File: src/sv/dld_ram.sv
// Generic single-port RAM with a registered read.
module dld_ram #(
    parameter int Width = 8,
    parameter int Depth = 16
) (
    input  logic                     aclk,
    input  logic                     we,
    input  logic [$clog2(Depth)-1:0] addr,
    input  logic [Width-1:0]         wdata,
    output logic [Width-1:0]         rdata
);
    logic [Width-1:0] mem [Depth];

    always_ff @(posedge aclk) begin
        if (we) begin
            mem[addr] <= wdata;
        end
        rdata <= mem[addr];
    end
endmodule

File: config.mk
export PLATFORM = sky130hd
export DESIGN_NAME = dld_ram
export DESIGN_NICKNAME = d
export VERILOG_FILES = /design/src/sv/dld_ram.sv
export SDC_FILE = /design/constraint.sdc
export NUM_CORES = 1
export LEC_CHECK = 0
export ABC_AREA = 1
export CORE_MARGIN = 5
export CORE_UTILIZATION = 45
export DETAILED_ROUTE_END_ITERATION = 12
export DONT_BUFFER_PORTS = 1
export MAX_ROUTING_LAYER = met4
export PLACE_DENSITY = 0.68
export SLEW_MARGIN = 20
export SYNTH_ARGS = -nofsm -noshare
export SYNTH_HDL_FRONTEND = slang
export SYNTH_SLANG_ARGS = --single-unit
File: constraint.sdc
create_clock -name aclk -period 3.35 [get_ports aclk]
set_input_delay 0 -clock aclk [delete_from_list [all_inputs] [get_ports aclk]]
set_output_delay 0 -clock aclk [all_outputs]
set_load 0.01 [all_outputs]
# ---- After elaboration in Yosys (flattened, before gate mapping)
# Memories as Yosys holds them, arrays and structs flattened. A register that Yosys moved wholly into a read port is not among the register bits.
# Cells that the tools add are included.
dict set report totals {
  mem_count 1
  output_inout_bits 8
  input_bits 14
  reg_bits 0
  ram_bits 128
  elab_cells 3
}
dict set report classes {
  n_mux 2
}
# memory words word_bits read_ports rd_ports_with_merged_regs wr line
set memory_table {}
lappend memory_table {mem 16 8 1 1 1 12} ;# logic [Width-1:0] mem [Depth];
# cell n
set op_table {}
lappend op_table {{$mux W1} 2}

# ---- Longest topological paths before layout
dict set report depth {
  word_depth 2
  mapped_depth 11
  depth_no_buf 9
}

# ---- Least setup slack after synthesis
# Ideal clock, no wire load.
dict set report synth_timing {
  path_kind {input-to-reg}
  startpoint {input addr[1]}
  endpoint {memory mem[3][0], enable pin}
  required_ns 2.980
  arrival_time_ns 1.007
  path_buffers 2
  setup_ns 0.370
  path_slack_ns 1.973
  path_stages 4
  cell_sequence {buf_2 > clkbuf_1 > nand3_1 > nor2_1}
}
# element line
set synth_lines {}
lappend synth_lines {{from (decl)} 8} ;# input logic [$clog2(Depth)-1:0] addr,
lappend synth_lines {{to (decl)} 12}
# Straight into the memory's write port.

==> results.json <==
{
  "status": "finished clean",
  "fin_worst_skew_ns": 0.005107,
  "ys_top_cells_by_area": "edfxtp_1, nand2_1, dfxtp_1",
  "hp-class": "input pin to flop",
  "antenna_left": 0,
  "p_per_area_mw_per_mm2": 632.3,
  "htreeDepth": 4,
  "synth_area_mm2": 0.005593,
  "yosysSeqAreaShare_pct": 71.59,
  "grt_max_degree": 59,
  "initial_core_util_pct": 46.18,
  "synth-simple-area-share_pct": 24.79,
  "row_count": 40,
  "firstDrtPassIters": 5,
  "arrival_ns": 2.97,
  "clk_path_buf_depth": 2,
  "grt_usage_pct": 18.51,
  "synth_top_area_share_pct": 68.72,
  "cp-end-kind": "flop",
  "grt.busiest_layer": "met2",
  "synthMuxAreaShare_pct": 0,
  "syn_inst": 548,
  "diodes": 0,
  "critPathMaxFanout": 58,
  "core_area_mm2": 0.01211,
  "die_x_um": 121.5,
  "setup_viol_count_final": 0,
  "synth_xor_area_share_pct": 0,
  "place_congestion": 0.8317,
  "holdPathStages": 8,
  "ir_worst_vdd_v": 0.0005378,
  "cp-start-kind": "input pin",
  "finalCriticalPeriod_ns": 2.604,
  "ys_ff_latch": 136,
  "wl_per_cell_um": 16.41,
  "slew_viol_final": 0,
  "grt_pass1_wl_mm": 19.31,
  "worstMarginPinSlew_ns": 0.8703,
  "reg2regPathDepth": 11,
  "root_buffer": "clkbuf_16",
  "drive_above_1_share_pct": 5.709,
  "setup-tns-final_ns": 0,
  "viasPerCell": 4.913,
  "path_class": "input pin to flop",
  "yosysTopAreaCell": "edfxtp_1",
  "rsz0062_at_grt": "no",
  "required_ns": 3.72,
  "setup_ws_ns": 0.7463,
  "relSlewSlack_pct": 41.62,
  "die_area_mm2": 0.01476,
  "drv_cap": 0,
  "fin_crit_sh_pct": 77.72,
  "syn_avg_cell_area_um2": 10.21,
  "cts_tree": "built",
  "drt-total-wl_mm": 12.24,
  "synth_top_family_by_area": "simple AND/OR/NAND/NOR gates",
  "use_met1_pct": 23.84,
  "power_leakage_nw": 2.724,
  "antenna_found_initial": 0,
  "first_iter_violations": 454,
  "layout_common_cells": "nand2_1, edfxtp_1, inv_1, nor2_1",
  "drc": 0,
  "final_common_cell": "nand2_1",
  "fp.dieH_um": 121.5,
  "grtUsageMet2_pct": 27.91,
  "path_clk_slew_ns": 0.06,
  "dp_slack_ns": 1.250,
  "finalHoldViolCount": 0,
  "nets": 579,
  "synth.distinct_cells": 11,
  "port_buffers": 0,
  "clock_latency_ns": 0.42,
  "grtUsageMet3_pct": 5.874,
  "synth-compound-area-share_pct": 0,
  "area_growth_pct": 16.29,
  "synth-warning-count": 0,
  "nFillCells": 1078,
  "syn_nets": 562,
  "cts_made_buffers": 17,
  "io_pins": 22,
  "dp_hpwl_mm": 7.290,
  "grt_pass1_vias": 3629,
  "vias": 3665,
  "grt-ovfl-total": 0,
  "max_freq_ghz": 0.3841,
  "synthAdderAreaFrac_pct": 0,
  "clkSinkCount": 136
}
==> final cells by class <==
class	count	area (um2)	area share, %
Timing Repair Buffer	19	182.7	2.809
Tap cell	168	210.2	3.232
Sequential cell	136	4004	61.56
Clock buffer	18	429.2	6.599
Multi-Input combinational cell	368	1386	21.32
Inverter	23	86.33	1.327
Clock inverter	14	205.2	3.155
==> final timing paths <==
| check | startpoint | endpoint | slack (ns) |
|---|---|---|---|
| setup / recovery | addr[0] | rdata[1] | 0.75 |
| hold / removal | addr[0] | rdata[5] | 0.03 |
| setup reg to reg | mem[11][1] | rdata[1] | 0.78 |
| hold reg to reg | mem[10][7] | rdata[7] | 0.74 |
==> metrics by stage <==
step | hold WS [ns] | util [%] | cell area, um2 | cells | power (W)
floorplan | 0.09887 | - | 5593 | 548 | 0.002084
detailed placement | 0.1005 | 47.01 | 5694 | 696 | 0.002105
CTS | 0.002392 | 53.74 | 6509 | 746 | 0.004144
finish | 0.03093 | 53.70 | 6504 | 746 | 0.004112
global placement | 0.1003 | 47.01 | 5694 | 696 | 0.002103
global route | 0.04503 | 53.70 | 6504 | 746 | 0.004256
==> repair_timing <==
item	CTS	global route
endpoints found under the hold margin	136	0
hold buffers	18	0
resized for setup	0	0
setup buffers	0	0
==> logic make-up after synthesis <==
logic type	Yosys count
and+or+nand+nor	368
DFF	136
buffers and inverters	44
==> synthesized netlist by cell type <==
cell type / count
nand2_1: 346
edfxtp_1: 128
inv_1: 21
nor2_1: 18
buf_2: 12
dfxtp_1: 8
buf_4: 6
nand3_1: 4
clkbuf_1: 3
clkinv_1: 1
inv_2: 1
==> per-layer routing <==
layer | up-vias | share of wire, %
met5 | - | 0
li1 | 1783 | -
met2 | 136 | 47
met1 | 1738 | 44
met3 | 8 | 7.4
met4 | 0 | 0.86
==> worst max-delay path, stage by stage <==
cell           delay [ns]
inv_2                0.41
buf_4                0.42
nand2_1              0.09
nand2_1              0.08
nand2_1              0.04
dlygate4sd3_1        0.56
nand2_1              0.06
dlygate4sd3_1        0.54
nand2_1              0.05
nand2_1              0.06
dlygate4sd3_1        0.54
inv_1                0.04
nand2_1              0.05
==> state kept, by name (all words and copies together), names as in the netlist <==
signal	flops
mem	128
rdata	8
==> where the power goes <==
| part | total [W] | internal [W] | switching [W] |
|---|---|---|---|
| Combinational | 0.000205 | 0.0000585 | 0.000146 |
| Clock | 0.00199 | 0.00131 | 0.000676 |
| Sequential | 0.00192 | 0.00190 | 0.0000174 |
(Power assumes the default switching activity.)
